$ cat src/mrpp_pkg.sv
`default_nettype none

package mrpp_pkg;

   // Field widths
   localparam int unsigned BYTE_W  = 8;
   localparam int unsigned KIND_W  = 3;
   localparam int unsigned LEN_W   = 28;
   localparam int unsigned TOPIC_W = 16;
   localparam int unsigned DIGIT_W = 3;

   // Default cap on remaining length bytes
   localparam int unsigned MAX_LENGTH_DIGITS_DEFAULT = 4;

   // Packet type codes (high nibble of the fixed header)
   localparam logic [3:0] TYPE_CONNACK = 4'd2;
   localparam logic [3:0] TYPE_PUBLISH = 4'd3;
   localparam logic [3:0] TYPE_SUBACK  = 4'd9;

   // Parser phases
   typedef enum logic [2:0] {
      PH_HEADER   = 3'd0,
      PH_LENGTH   = 3'd1,
      PH_TOPIC_HI = 3'd2,
      PH_TOPIC_LO = 3'd3,
      PH_TOPIC    = 3'd4,
      PH_PKTID    = 3'd5,
      PH_PAYLOAD  = 3'd6,
      PH_SKIP     = 3'd7
   } phase_type;

   // Result event codes
   typedef enum logic [KIND_W-1:0] {
      EV_PAYLOAD   = 3'd0,
      EV_CONNACK   = 3'd1,
      EV_SUBACK    = 3'd2,
      EV_EMPTY     = 3'd3,
      EV_MALFORMED = 3'd4
   } event_type;

endpackage

`default_nettype wire

$ cat src/mrpp_req_if.sv
`default_nettype none

// Received byte stream channel
interface mrpp_req_if;
   logic       valid;
   logic       ready;
   logic [7:0] rx_byte;

   modport source (output valid, output rx_byte, input ready);
   modport sink   (input valid, input rx_byte, output ready);
endinterface

`default_nettype wire

$ cat src/mrpp_rsp_if.sv
`default_nettype none

// Parser event channel
interface mrpp_rsp_if;
   logic       valid;
   logic       ready;
   logic [2:0] event_kind;
   logic [7:0] data_byte;
   logic       last_byte;

   modport source (output valid, output event_kind, output data_byte, output last_byte,
                   input ready);
   modport sink   (input valid, input event_kind, input data_byte, input last_byte,
                   output ready);
endinterface

`default_nettype wire

$ cat src/mqtt_receive_packet_parser_top.sv
`default_nettype none

// Channel    | Dir | Payload                                | Handshake
// req_chan   | in  | rx_byte[7:0]                           | valid/ready
// rsp_chan   | out | event_kind[2:0] data_byte[7:0] last_byte | valid/ready
//
// One byte is taken per cycle unless req_chan is stalled; its event, if any, appears on rsp_chan
// the next cycle from the result register. The framing state and the result register are
// the only storage, so throughput is one byte per clock with no gaps between packets while unstalled.
// req_chan is stalled only while a result waits in the register and rsp_chan is stalled.
// Synchronous reset returns the parser to waiting for a header byte and drops any result.

module mqtt_receive_packet_parser_top #(
   parameter int unsigned MAX_LENGTH_DIGITS = mrpp_pkg::MAX_LENGTH_DIGITS_DEFAULT
) (
   input  wire         clock,
   input  wire         reset,
   mrpp_req_if.sink    req_chan,
   mrpp_rsp_if.source  rsp_chan
);

   import mrpp_pkg::*;

   localparam logic [DIGIT_W-1:0] MaxDigits = DIGIT_W'(MAX_LENGTH_DIGITS);

   // Framing state
   phase_type             phase_ff,  phase_in;
   logic [3:0]            ptype_ff,  ptype_in;
   logic                  qos_ff,    qos_in;
   logic [LEN_W-1:0]      accum_ff,  accum_in;
   logic [DIGIT_W-1:0]    digits_ff, digits_in;
   logic [LEN_W-1:0]      left_ff,   left_in;
   logic [TOPIC_W-1:0]    topic_ff,  topic_in;
   logic [1:0]            bidx_ff,   bidx_in;

   // Result register
   logic                  rvalid_ff;
   event_type             kind_ff;
   logic [BYTE_W-1:0]     data_ff;
   logic                  last_ff;

   // Event produced by the current beat
   logic                  emit;
   event_type             kind_in;
   logic [BYTE_W-1:0]     data_in;
   logic                  last_in;

   logic                  fire;
   logic [BYTE_W-1:0]     b;
   logic [LEN_W-1:0]      left_dec;
   logic [LEN_W-1:0]      digit_term;
   logic [LEN_W-1:0]      accum_sum;
   logic [TOPIC_W:0]      need;

   assign fire           = req_chan.valid && req_chan.ready;
   assign req_chan.ready = !rvalid_ff || rsp_chan.ready;
   assign b              = req_chan.rx_byte;
   assign left_dec       = left_ff - LEN_W'(1);

   // Place the 7 length bits at their base-128 weight
   always_comb begin
      case (digits_ff[1:0])
         2'd0:    digit_term = {21'd0, b[6:0]};
         2'd1:    digit_term = {14'd0, b[6:0], 7'd0};
         2'd2:    digit_term = {7'd0, b[6:0], 14'd0};
         default: digit_term = {b[6:0], 21'd0};
      endcase
   end
   assign accum_sum = accum_ff + digit_term;

   // Topic plus optional packet id must fit in what is left
   assign need = {1'b0, topic_ff[15:8], b} + (qos_ff ? (TOPIC_W+1)'(2) : '0);

   // Next state and event for one beat
   always_comb begin
      phase_in  = phase_ff;
      ptype_in  = ptype_ff;
      qos_in    = qos_ff;
      accum_in  = accum_ff;
      digits_in = digits_ff;
      left_in   = left_ff;
      topic_in  = topic_ff;
      bidx_in   = bidx_ff;
      emit      = 1'b0;
      kind_in   = EV_PAYLOAD;
      data_in   = '0;
      last_in   = 1'b0;

      case (phase_ff)
         PH_HEADER: begin
            ptype_in  = b[7:4];
            qos_in    = |b[2:1];
            accum_in  = '0;
            digits_in = '0;
            phase_in  = PH_LENGTH;
         end

         PH_LENGTH: begin
            if (digits_ff >= MaxDigits) begin
               phase_in = PH_HEADER;
               emit     = 1'b1;
               kind_in  = EV_MALFORMED;
            end else begin
               accum_in  = accum_sum;
               digits_in = digits_ff + DIGIT_W'(1);
               if (!b[7]) begin
                  left_in = accum_sum;
                  bidx_in = '0;
                  if (ptype_ff == TYPE_PUBLISH) begin
                     if (accum_sum == '0) begin
                        phase_in = PH_HEADER;
                        emit     = 1'b1;
                        kind_in  = EV_MALFORMED;
                     end else begin
                        phase_in = PH_TOPIC_HI;
                     end
                  end else begin
                     phase_in = (accum_sum == '0) ? PH_HEADER : PH_SKIP;
                  end
               end
            end
         end

         PH_TOPIC_HI: begin
            left_in  = left_dec;
            topic_in = {b, 8'd0};
            if (left_dec == '0) begin
               phase_in = PH_HEADER;
               emit     = 1'b1;
               kind_in  = EV_MALFORMED;
            end else begin
               phase_in = PH_TOPIC_LO;
            end
         end

         PH_TOPIC_LO: begin
            left_in  = left_dec;
            topic_in = {topic_ff[15:8], b};
            if (LEN_W'(need) > left_dec) begin
               // overrun: flag once, drop the rest of the packet
               bidx_in  = 2'd3;
               phase_in = (left_dec == '0) ? PH_HEADER : PH_SKIP;
               emit     = 1'b1;
               kind_in  = EV_MALFORMED;
            end else if ({topic_ff[15:8], b} != '0) begin
               phase_in = PH_TOPIC;
            end else if (qos_ff) begin
               bidx_in  = '0;
               phase_in = PH_PKTID;
            end else if (left_dec == '0) begin
               phase_in = PH_HEADER;
               emit     = 1'b1;
               kind_in  = EV_EMPTY;
            end else begin
               phase_in = PH_PAYLOAD;
            end
         end

         PH_TOPIC: begin
            left_in  = left_dec;
            topic_in = topic_ff - TOPIC_W'(1);
            if (topic_ff == TOPIC_W'(1)) begin
               if (qos_ff) begin
                  bidx_in  = '0;
                  phase_in = PH_PKTID;
               end else if (left_dec == '0) begin
                  phase_in = PH_HEADER;
                  emit     = 1'b1;
                  kind_in  = EV_EMPTY;
               end else begin
                  phase_in = PH_PAYLOAD;
               end
            end
         end

         PH_PKTID: begin
            left_in = left_dec;
            if (bidx_ff == 2'd0) begin
               bidx_in = 2'd1;
            end else begin
               bidx_in = 2'd2;
               if (left_dec == '0) begin
                  phase_in = PH_HEADER;
                  emit     = 1'b1;
                  kind_in  = EV_EMPTY;
               end else begin
                  phase_in = PH_PAYLOAD;
               end
            end
         end

         PH_PAYLOAD: begin
            left_in = left_dec;
            emit    = 1'b1;
            kind_in = EV_PAYLOAD;
            data_in = b;
            if (left_dec == '0) begin
               phase_in = PH_HEADER;
               last_in  = 1'b1;
            end
         end

         default: begin
            // skip body, picking out ack return codes
            left_in = left_dec;
            if (bidx_ff != 2'd3) begin
               bidx_in = bidx_ff + 2'd1;
            end
            if (ptype_ff == TYPE_CONNACK && bidx_ff == 2'd1) begin
               emit    = 1'b1;
               kind_in = EV_CONNACK;
               data_in = b;
            end else if (ptype_ff == TYPE_SUBACK && bidx_ff == 2'd2) begin
               emit    = 1'b1;
               kind_in = EV_SUBACK;
               data_in = b;
            end
            if (left_dec == '0) begin
               phase_in = PH_HEADER;
            end
         end
      endcase
   end

   // State update on each accepted beat
   always_ff @(posedge clock) begin
      if (reset) begin
         phase_ff  <= PH_HEADER;
         ptype_ff  <= '0;
         qos_ff    <= 1'b0;
         accum_ff  <= '0;
         digits_ff <= '0;
         left_ff   <= '0;
         topic_ff  <= '0;
         bidx_ff   <= '0;
      end else if (fire) begin
         phase_ff  <= phase_in;
         ptype_ff  <= ptype_in;
         qos_ff    <= qos_in;
         accum_ff  <= accum_in;
         digits_ff <= digits_in;
         left_ff   <= left_in;
         topic_ff  <= topic_in;
         bidx_ff   <= bidx_in;
      end
   end

   // Result register valid
   always_ff @(posedge clock) begin
      if (reset) begin
         rvalid_ff <= 1'b0;
      end else if (fire) begin
         rvalid_ff <= emit;
      end else if (rsp_chan.ready) begin
         rvalid_ff <= 1'b0;
      end
   end

   // Result payload
   always_ff @(posedge clock) begin
      if (fire && emit) begin
         kind_ff <= kind_in;
         data_ff <= data_in;
         last_ff <= last_in;
      end
   end

   assign rsp_chan.valid      = rvalid_ff;
   assign rsp_chan.event_kind = kind_ff;
   assign rsp_chan.data_byte  = data_ff;
   assign rsp_chan.last_byte  = last_ff;

endmodule

`default_nettype wire
$ cat src/flat_wrapper.sv
// flat-port wrapper written by rule: the top's interface ports become plain ports
module mqtt_receive_packet_parser_top_flat import mrpp_pkg::*;
#(
   parameter int unsigned MAX_LENGTH_DIGITS = mrpp_pkg::MAX_LENGTH_DIGITS_DEFAULT
)
  (clock, reset, req_chan_valid, req_chan_rx_byte, req_chan_ready, rsp_chan_valid, rsp_chan_event_kind, rsp_chan_data_byte, rsp_chan_last_byte, rsp_chan_ready);
  mrpp_req_if req_chan_i ();
  mrpp_rsp_if rsp_chan_i ();
  input  wire clock;
  input  wire reset;
  input wire logic [$bits(req_chan_i.valid)-1:0] req_chan_valid;
  input wire logic [$bits(req_chan_i.rx_byte)-1:0] req_chan_rx_byte;
  output wire logic [$bits(req_chan_i.ready)-1:0] req_chan_ready;
  output wire logic [$bits(rsp_chan_i.valid)-1:0] rsp_chan_valid;
  output wire logic [$bits(rsp_chan_i.event_kind)-1:0] rsp_chan_event_kind;
  output wire logic [$bits(rsp_chan_i.data_byte)-1:0] rsp_chan_data_byte;
  output wire logic [$bits(rsp_chan_i.last_byte)-1:0] rsp_chan_last_byte;
  input wire logic [$bits(rsp_chan_i.ready)-1:0] rsp_chan_ready;
  assign req_chan_i.valid = req_chan_valid;
  assign req_chan_i.rx_byte = req_chan_rx_byte;
  assign req_chan_ready = req_chan_i.ready;
  assign rsp_chan_valid = rsp_chan_i.valid;
  assign rsp_chan_event_kind = rsp_chan_i.event_kind;
  assign rsp_chan_data_byte = rsp_chan_i.data_byte;
  assign rsp_chan_last_byte = rsp_chan_i.last_byte;
  assign rsp_chan_i.ready = rsp_chan_ready;
  mqtt_receive_packet_parser_top #(.MAX_LENGTH_DIGITS(MAX_LENGTH_DIGITS)) u_core (.clock(clock), .reset(reset), .req_chan(req_chan_i), .rsp_chan(rsp_chan_i));
endmodule
$ cat config.mk
export PLATFORM = sky130hd
export DESIGN_NAME = mqtt_receive_packet_parser_top_flat
export DESIGN_NICKNAME = d
export VERILOG_FILES = /design/src/mrpp_pkg.sv /design/src/mrpp_req_if.sv /design/src/mrpp_rsp_if.sv /design/src/mqtt_receive_packet_parser_top.sv /design/src/flat_wrapper.sv
export SDC_FILE = /design/constraint.sdc
export NUM_CORES = 1
export LEC_CHECK = 0
export ABC_AREA = 1
export BUFFER_PORTS_ARGS = -buffer_cell sky130_fd_sc_hd__buf_2
export CORE_MARGIN = 2
export CORE_UTILIZATION = 58
export DETAILED_ROUTE_END_ITERATION = 7
export PLACE_DENSITY = 0.85
export SYNTH_ARGS = -nofsm -noshare
export SYNTH_HDL_FRONTEND = slang
export SYNTH_SLANG_ARGS = --single-unit
$ cat constraint.sdc
create_clock -name clock -period 4 [get_ports clock]
set_clock_uncertainty 0.2 [all_clocks]
set_input_delay 0.6 -clock clock [delete_from_list [all_inputs] [get_ports clock]]
set_output_delay 0.6 -clock clock [all_outputs]
set_load 0.01 [all_outputs]
# ---- Word level (Yosys, flattened, before mapping)
# Cells that the tools add are included.
dict set report classes {
  n_mux 66
  addsub 6
  order_cmp 2
  n_eq_ne 21
  bitwise_logic 3
  n_reduce_logical 29
}
# cell n
set ops {}
lappend ops {{$pmux W28 S2} 2}
lappend ops {{$mux W28} 3}
lappend ops {{$pmux W28 S3} 1}
lappend ops {{$mux W3} 22}
lappend ops {{$logic_not A28 Y1} 2}
lappend ops {{$pmux W16 S3} 1}
lappend ops {{$pmux W3 S6} 2}
lappend ops {{$mux W2} 15}
lappend ops {{$add A28 B28 Y28} 1}
lappend ops {{$gt A17 B28 Y1} 1}
lappend ops {{$sub A28 B1 Y28 const B} 1}
lappend ops {{$add A16 B17 Y17} 1}
lappend ops {{$eq A16 B1 Y1 const B} 1}
lappend ops {{$mux W8} 2}
lappend ops {{$pmux W8 S2} 1}
lappend ops {{$reduce_bool A16 Y1} 1}
lappend ops {{$sub A16 B1 Y16 const B} 1}
lappend ops {{$mux W1} 14}
lappend ops {{$pmux W2 S5} 1}
lappend ops {{$eq A3 B3 Y1 const B} 3}
lappend ops {{$eq A4 B2 Y1 const B} 2}
lappend ops {{$ne A2 B2 Y1 const B} 4}
lappend ops {{$pmux W1 S7} 1}
lappend ops {{$reduce_and A7 Y1} 1}
lappend ops {{28 further kinds} 43}
dict set report word_totals {
  out_inout_bits 14
  ff_bits 98
  word_cells 140
}

# ---- Logic depth before layout (Yosys ltp)
# Gate-level depths: netlist of the first run.
dict set report logic_depth {
  word_depth 10
  mapped_depth 29
  ltp_nobuf 29
}

# ---- Worst setup path before layout of the first run
# Ideal clock, no wire load.
dict set report synth_path {
  path_kind {input port to flip-flop}
  from {input req_chan_rx_byte[1]}
  to {register u_core.data_ff[0], in the netlist u_core.rsp_chan.data_byte[0] (enable)}
  n_path_buf 0
  t_arrival_ns 3.576
  stages 24
  t_required_ns 3.456
  path_slack_ns -0.120
  cell_sequence {ha_1 ha_1 nand2_1 nor2_1 nand3_1 nor4_1 nand3_1 nor2_1 nand3_1 xor2_1 ha_1 nand4_1 nor3b_1 nor2_1 nand2_1 a21oi_4 nand2_4 nor2_4 nor2_1 nand2_2 inv_2 nand2_1 nand2_1 inv_1}
}
dict set report synth_via {
  elab_chain_cells 9
  word_cells_on_any_way 14
  cone_classes {add/sub (2); order compare (1); mux (8); reduce/logical (3)}
}
# item line_no
set synth_lines {}
lappend synth_lines {{from (decl)} flat_wrapper.sv:12} ;# input wire logic [$bits(req_chan_i.rx_byte)-1:0] req_chan_rx_byte;
lappend synth_lines {{$pmux W28 S3} mqtt_receive_packet_parser_top.sv:62} ;# case (digits_ff[1:0])
lappend synth_lines {{$add A28 B28 Y28} mqtt_receive_packet_parser_top.sv:69} ;# assign accum_sum = accum_ff + digit_term;
lappend synth_lines {{$logic_not A28 Y1} mqtt_receive_packet_parser_top.sv:110} ;# if (accum_sum == '0) begin
lappend synth_lines {{$mux W1} mqtt_receive_packet_parser_top.sv:110}
lappend synth_lines {{$mux W1} mqtt_receive_packet_parser_top.sv:109} ;# if (ptype_ff == TYPE_PUBLISH) begin
lappend synth_lines {{$mux W1} mqtt_receive_packet_parser_top.sv:106} ;# if (!b[7]) begin
lappend synth_lines {{$mux W1} mqtt_receive_packet_parser_top.sv:99} ;# if (digits_ff >= MaxDigits) begin
lappend synth_lines {{$pmux W1 S7 *} mqtt_receive_packet_parser_top.sv:89} ;# case (phase_ff)
lappend synth_lines {{$logic_and A1 B1 Y1 *} mqtt_receive_packet_parser_top.sv:261} ;# if (fire && emit) begin
lappend synth_lines {{to (signal assigned)} mqtt_receive_packet_parser_top.sv:263} ;# data_ff <= data_in;
lappend synth_lines {{to (decl)} mqtt_receive_packet_parser_top.sv:39} ;# logic [BYTE_W-1:0] data_ff;
# Mark *: on every way between the ends. The rest lies on a longest branch, timed or not.
# A chain may end at the register's enable or synchronous reset.

# ---- Worst setup path in the final report of the first run
dict set report layout_path {
  from {input req_chan_rx_byte[1]}
  to {register u_core.data_ff[5], in the netlist u_core.rsp_chan.data_byte[5] (enable)}
}
# Same word-level chain as after synthesis.

==> summary.md, run 1 <==
| Metric | Value |
|---|---|
| Post-synth ARST share | 0% |
| Post-synthesis average cell area | 6.041 um^2 |
| Crit-path max FO | 6 |
| Req. time, crit path | 3.92 ns |
| CTS Buf Count | 9 |
| Power per cell area | 660.1 nW/um^2 |
| R2r startpoint | u_core.qos_ff$_SDFFE_PP0P_ |
| Ys flop type | dfxtp_1 |
| Critical Path AT | 3.71 ns |
| Initial antenna violation count | 0 |
| Setup Viol. Count Final | 0 |
| Routed Antenna Nets | 0 |
| Clk sinks | between 90 and 100 |
| FF+latch area | 2083 um^2 |
| Mapped Nets | 1,561 |
| HP Start | u_core.left_ff[27]$_SDFFE_PP0P_ |
| Die span in y | 128.5 um |
| Lkg Pwr | 5.199 nW |
| Hold Violations, Final | 0 |
| Status | completed |
| Fmax | 0.2635 GHz |
| Hpwl dp | 21,820 um |
| GRT overflow | 0 |
| P&R area growth vs syn | 11.81% |
| GPL Wtd Cong | 0.9745 |
| DR iter-0 viols | 1,141 |
| Ports | 26 |
| Final Cycle Share | 94.88% |
| Slew Viols, Final | 0 |
| Top cell by count, worst path | nand2_2 |
| Ant. Diodes | 0 |
| Peak VDD IR | ~0.00035 V |
| Global-route wire length before repair | around 45,000 um |
| Skew-Pair Late Insertion Delay | 0.36 ns |
| Total track usage | between 30% and 40% |
| Site Rows | 45 |
| Port bufs | 25 |
| Wire per inst | 16.20 um |
| Period minus WS final | 3.795 ns |
| Most frequent cells in the layout | nand2_1, inv_1, nor2_1 |
| Full die area | 16,520 um^2 |
| H-tree depth | 3 |
| DRC viols | 0 |
| Max Cap Viol | 0 |
| Share of cells above drive strength 1 | 12.32% |
| Setup crit start | req_chan_rx_byte[1] |
| Vias in the first global route | 8,810 |
| Starting Density | 59.17% |
| Root Buffer | clkbuf_16 |
| Register bit total from synthesis | 98 |
| Largest net degree at the start of global routing | 51 |
| YS warnings | 0 |
| Critical path class | in -> reg |
| CTS tree | built |
| Cells after Synth | 1,489 |
| HP Class | reg -> reg |
| CP peak stage delay | 0.33 ns |
| Number of enable flip-flop cells after synthesis | 12 |
| Worst slew pin tran | about 1.1 ns |
| Area of the multi-input gates | 5947 um^2 |
| Slowest library cell on the worst path | nor4_4 |
| # fillers | ~1,400 |
| Area leader, netlist | dfxtp_1 |
| Final net count | 1,617 |
| Final WL | 28,150 um |
| Clk slew on worst S/H paths | 0.07 ns |
| Pre-antenna DRT Iters | 6 |
| Via density | about 5.8 |
| Commonest non-fill, non-tap cell in the layout | nand2_1 |
| Seq/Total Area, Yosys | between 20% and 30% |
| Dominant cells by area after synthesis | dfxtp_1, nand2_1, inv_1 |
| Crit start category | input port |
| Clk buf depth | 2 |
| Core area | 15,200 um^2 |
| Hold_ws | ~0.30 ns |
| Vias | between 10,000 and 15,000 |
| Max transition margin | 23.05% |
| Setup slack, reg-to-reg | 0.21 ns |
| Total negative slack | 0 ns |
| Die width | 128.5 um |
| Area of the mapped netlist | 8995 um^2 |
| Area share of the leading cell type in the synthesized netlist | 19.14% |
| Distinct cells, synth | 48 |
| Nature of the critical path endpoint | register |
## layout make-up
type	instances	share of cell area (%)
Tap cell	188	2.339
Inverter	251	9.430
Multi-Input combinational cell	1105	59.13
Timing Repair inverter	1	0.08709
Timing Repair Buffer	79	5.300
Sequential cell	98	20.71
Clock buffer	10	2.277
Clock inverter	6	0.7216
## flip-flops by register name, indices dropped and copies added, names as in the netlist
register                    count
u_core.left_ff                 28
u_core.bidx_ff                  2
u_core.rsp_chan.data_byte       8
u_core.topic_ff                16
u_core.digits_ff                3
u_core.rsp_chan.last_byte       1
u_core.ptype_ff                 4
u_core.rsp_chan.valid           1
u_core.accum_ff                28
u_core.rsp_chan.event_kind      3
u_core.phase_ff                 3
u_core.qos_ff                   1
## stage by stage
step / instances / setup WS, ns / area, um^2 / power [mW] / utilization (%)
finish: 1738 / 0.2048 / 10060 / 6.639 / 66.16
global route: 1738 / -0.02849 / 10060 / 7.188 / 66.16
CTS: 1734 / 0.05301 / 9911 / 6.466 / 65.19
detailed placement: 1718 / -0.2580 / 9607 / 5.517 / 63.19
global placement: 1718 / -0.08890 / 9607 / 5.428 / 63.19
floorplan: 1489 / 0.08572 / 9001 / 4.521 / -
## logic make-up (layout without fill, tap and decap cells)
family / count (synthesis) / after routing / synth area share, %
XOR/XNOR: 19 / 19 / 1.850
buffers and inverters: 286 / 347 / 12.05
AND/OR/NAND/NOR: 784 / 784 / 39.25
adder cells (fa/ha/maj): 60 / 60 / 8.430
flip-flops: 98 / 98 / 23.15
AO/OA/AOI/OAI: 242 / 242 / 15.27
## what timing repair did
action | CTS | global route
hold buffers | 0 | 0
endpoints found under the setup margin | 6 | 20
setup buffers | 0 | 3
resized for setup | 1 | 30
cloned | 0 | 1
pin swaps | 0 | 10
## worst max-delay path: cells and delay by family
family | cells | cell delay (ns)
simple gates | 15 | 1.67
fa+ha+maj | 3 | 0.57
buf+inv | 4 | 0.41
compound gates | 2 | 0.29
xor+xnor | 1 | 0.16
## synthesized netlist by cell type, drive strengths merged (3+ instances only)
cell,count
xor2,15
a221oi,15
nand2,445
inv,246
clkinv,5
nand3,95
nor3,26
edfxtp,12
o21ai,93
a211oi,6
buf,7
o22ai,3
a31oi,13
or2,5
clkbuf,28
nor2,175
nand4,29
xnor2,4
nand3b,4
a21o,3
dfxtp,86
ha,59
a21oi,100
## where the power goes
part,switching [mW],internal (mW),total [mW]
clock network,0.443,0.496,0.939
logic,2.88,1.40,4.29
registers,0.213,1.20,1.41
## layer usage
metal / GRT usage [%] / wire [um] / share of wire, %
met3: 6.279 / 2725 / 9.7
met5: 0 / 0 / 0
met2: 53.63 / 12430 / 44
met1: 48.22 / 12100 / 43
met4: 12.72 / 901 / 3.2
## final timing paths
kind                                                                to  cells past startpoint
worst max-delay path            u_core.rsp_chan.data_byte[5]$_DFFE_PP_                     25
worst min-delay path                   u_core.left_ff[27]$_SDFFE_PP0P_                      2
worst max register to register  u_core.rsp_chan.data_byte[5]$_DFFE_PP_                     24
worst min register to register         u_core.left_ff[27]$_SDFFE_PP0P_                      2
Power figures use the tool's default switching activity.
==> inputs of run 2 (changes only) <==
--- a/config.mk
+++ b/config.mk
@@ -5,7 +5,6 @@
 export SDC_FILE = /design/constraint.sdc
 export NUM_CORES = 1
 export LEC_CHECK = 0
-export ABC_AREA = 1
 export BUFFER_PORTS_ARGS = -buffer_cell sky130_fd_sc_hd__buf_2
 export CORE_MARGIN = 2
 export CORE_UTILIZATION = 58
==> summary.md, run 2 <==
| Metric | Value |
|---|---|
| Crit-path max FO | 7 |
| DR iter-0 viols | between 1,000 and 1,500 |
| Final WL | 27,600 um |
| Distinct cells, synth | 83 |
| Most common library cells after synthesis | nand2_1, a21oi_1, nor2_1, dfxtp_1, o21ai_0 |
| Final Cycle Share | 106.1% |
| Post-synthesis average cell area | approximately 7.3 um^2 |
| YS warnings | 0 |
| Clk slew on worst S/H paths | 0.07 ns |
| Setup slack, reg-to-reg | -0.24 ns |
| Power per cell area | 436.0 nW/um^2 |
| Area of the multi-input gates | a little over 6000 um^2 |
| Slew Viols, Final | 0 |
| Hold Violations, Final | 0 |
| Skew-Pair Late Insertion Delay | 0.36 ns |
| Xor and xnor area share after synthesis | 5.238% |
| FF+latch area | ~2100 um^2 |
| Largest net degree at the start of global routing | 54 |
| HP Class | reg -> reg |
| Nature of the critical path endpoint | register |
| CTS tree | built |
| Req. time, crit path | 3.88 ns |
| Max Cap Viol | 0 |
| Setup crit start | u_core.digits_ff[0]$_SDFFE_PP0P_ |
| Root Buffer | clkbuf_16 |
| Ys flop type | dfxtp_1 |
| Routed Antenna Nets | 0 |
| Mux share of post-synthesis cell area | 0.2394% |
| Total track usage | 35.80% |
| P&R area growth vs syn | 23.88% |
| Status | complete, but fails checks |
| GRT overflow | 0 |
| Register bit total from synthesis | 98 |
| Final net count | about 1,300 |
| Mapped Nets | 1,217 |
| Clk sinks | 98 |
| R2r startpoint | u_core.digits_ff[0]$_SDFFE_PP0P_ |
| Ports | 26 |
| Starting Density | between 50% and 60% |
| Pre-antenna DRT Iters | 8 |
| Wire per inst | 18.89 um |
| HP Start | u_core.accum_ff[26]$_SDFFE_PP0P_ |
| Area leader, netlist | dfxtp_1 |
| Number of enable flip-flop cells after synthesis | 12 |
| Post-Synth Adder-Cell Area | 9.069% |
| Post-synth ARST share | 0% |
| Worst slew pin tran | 1.314 ns |
| Full die area | 15,390 um^2 |
| Die span in y | between 100 and 150 um |
| CTS Buf Count | 9 |
| Commonest non-fill, non-tap cell in the layout | buf_4 |
| Global-route wire length before repair | 43,410 um |
| GPL Wtd Cong | 0.9719 |
| Largest regs | u_core.accum_ff (28), u_core.left_ff (28), u_core.topic_ff (16) |
| Most common cell in the synthesized netlist | nand2_1 |
| Seq/Total Area, Yosys | between 20% and 30% |
| Vias in the first global route | around 8,700 |
| Hpwl dp | roughly 20,000 um |
| Critical Path AT | about 4.1 ns |
| RSZ-0062 raised after global routing | yes |
| Clk buf depth | 2 |
| Die width | between 100 and 150 um |
| Fmax | 0.2357 GHz |
| Most frequent cells in the layout | buf_4, nand2_1, nor2_1 |
| Initial antenna violation count | 0 |
| DRC viols | 0 |
| # fillers | 1,063 |
| Largest family of logic cells by synthesized area | simple AND/OR/NAND/NOR gates |
| Via density | approximately 6.5 |
| Ant. Diodes | 0 |
| Site Rows | 43 |
| Peak VDD IR | about 0.00033 V |
| Setup slack after layout | -0.2425 ns |
| Cells after Synth | 1,145 |
| Period minus WS final | 4.243 ns |
| Dominant cells by area after synthesis | dfxtp_1, ha_1, a21oi_1 |
| Share of cells above drive strength 1 | approximately 23% |
| Critical path class | reg -> reg |
| Core area | 13,990 um^2 |
| Vias | 9,497 |
| Simple-Gate Fraction of Synth Area | 29.35% |
| Placed Area | around 9600 um^2 |
| Hold_ws | 0.2635 ns |
| Setup slack at placement | -0.2687 ns |
| Lkg Pwr | 4.283 nW |
| Post-route cell area | 10,360 um^2 |
| Synth Area in Compound Gates | 26.35% |
| Area of the mapped netlist | 8361 um^2 |
| Port bufs | 25 |
| Max transition margin | 12.10% |
| H-tree depth | 3 |
| Failing checks | setup timing |
| Crit start category | register |
| Setup Viol. Count Final | 16 |
| Area share of the leading cell type in the synthesized netlist | 20.59% |
run 2: changes by cell type after synthesis, moves of 15 or more:
cell,delta
nor2_4,-18
nand3_1,-62
and3_1,+15
nand2_1,-290
nor2_1,-31
and2_1,+43
a21o_1,+19
a22oi_1,+16
clkbuf_1,+22
a21oi_1,+29
nor4_1,+17
xnor2_1,+24
inv_1,-210
run 2: where the power goes:
group	internal, mW	switching [mW]	leakage, nW
clock network	0.422	0.400	0.122
logic	1.07	1.42	3.36
registers	1.07	0.134	0.803
total	2.57	1.95	4.28
run 2: cells by family after synthesis:
logic type / after synthesis
simple gates: 487
flops: 98
compound gates: 348
fa+ha+maj: 60
mux: 2
xor+xnor: 50
buf+inv: 100
run 2: worst max-delay path, cell delays in order (launching register included):
cell and delay [ns]:
dfxtp_4 0.38, ha_1 0.24, buf_4 0.15, nor2b_1 0.04, buf_4 0.15, and2_1 0.16, ha_1 0.36, a21oi_2 0.18
o21ai_1 0.13, a221oi_2 0.32, a21boi_2 0.22, xnor2_1 0.09, nor4_1 0.27, nand2_1 0.09, and4b_4 0.39, a21oi_4 0.08
nor3_4 0.23, buf_12 0.15, buf_12 0.12
run 2: what timing repair did:
action | CTS | global route
gates cloned | 1 | 0
setup endpoints to repair | 15 | 19
pin swaps | 5 | 28
resized for setup | 38 | 26
buffers inserted | 15 | 8
hold buffers | 0 | 0
run 2: final timing paths:
check | to | cells past startpoint
worst max-delay path | u_core.rsp_chan.data_byte[0]$_DFFE_PP_ | 18
worst min-delay path | u_core.accum_ff[26]$_SDFFE_PP0P_ | 2
worst max register to register | u_core.rsp_chan.data_byte[0]$_DFFE_PP_ | 18
worst min register to register | u_core.accum_ff[26]$_SDFFE_PP0P_ | 2
run 2: area by class of cell:
class | count | share of cell area (%)
Multi-Input combinational cell | 947 | 60.10
Sequential cell | 98 | 20.22
Timing Repair Buffer | 192 | 13.78
Clock buffer | 10 | 2.211
Tap cell | 180 | 2.174
Inverter | 28 | 1.087
Clock inverter | 6 | 0.4228
run 2: metal layers:
metal	vias up	global-route usage [%]	routed length, um
met5	-	0	0
met4	0	15.87	1180
met3	105	7.372	2927
met2	561	56.66	12240
met1	4409	46.97	11260
li1	4422	-	-
run 2: per-stage QoR:
stage	setup TNS (ns)	utilization, %	std cells	total power, mW
2_1_floorplan	0	-	1145	2.722
3_3_place_gp	-1.493	68.33	1421	3.382
3_5_place_dp	-3.588	68.33	1421	3.438
4_1_cts	-0.6703	72.77	1453	4.368
5_1_grt	-5.020	74.04	1461	4.800
6_report	-3.216	74.04	1461	4.516
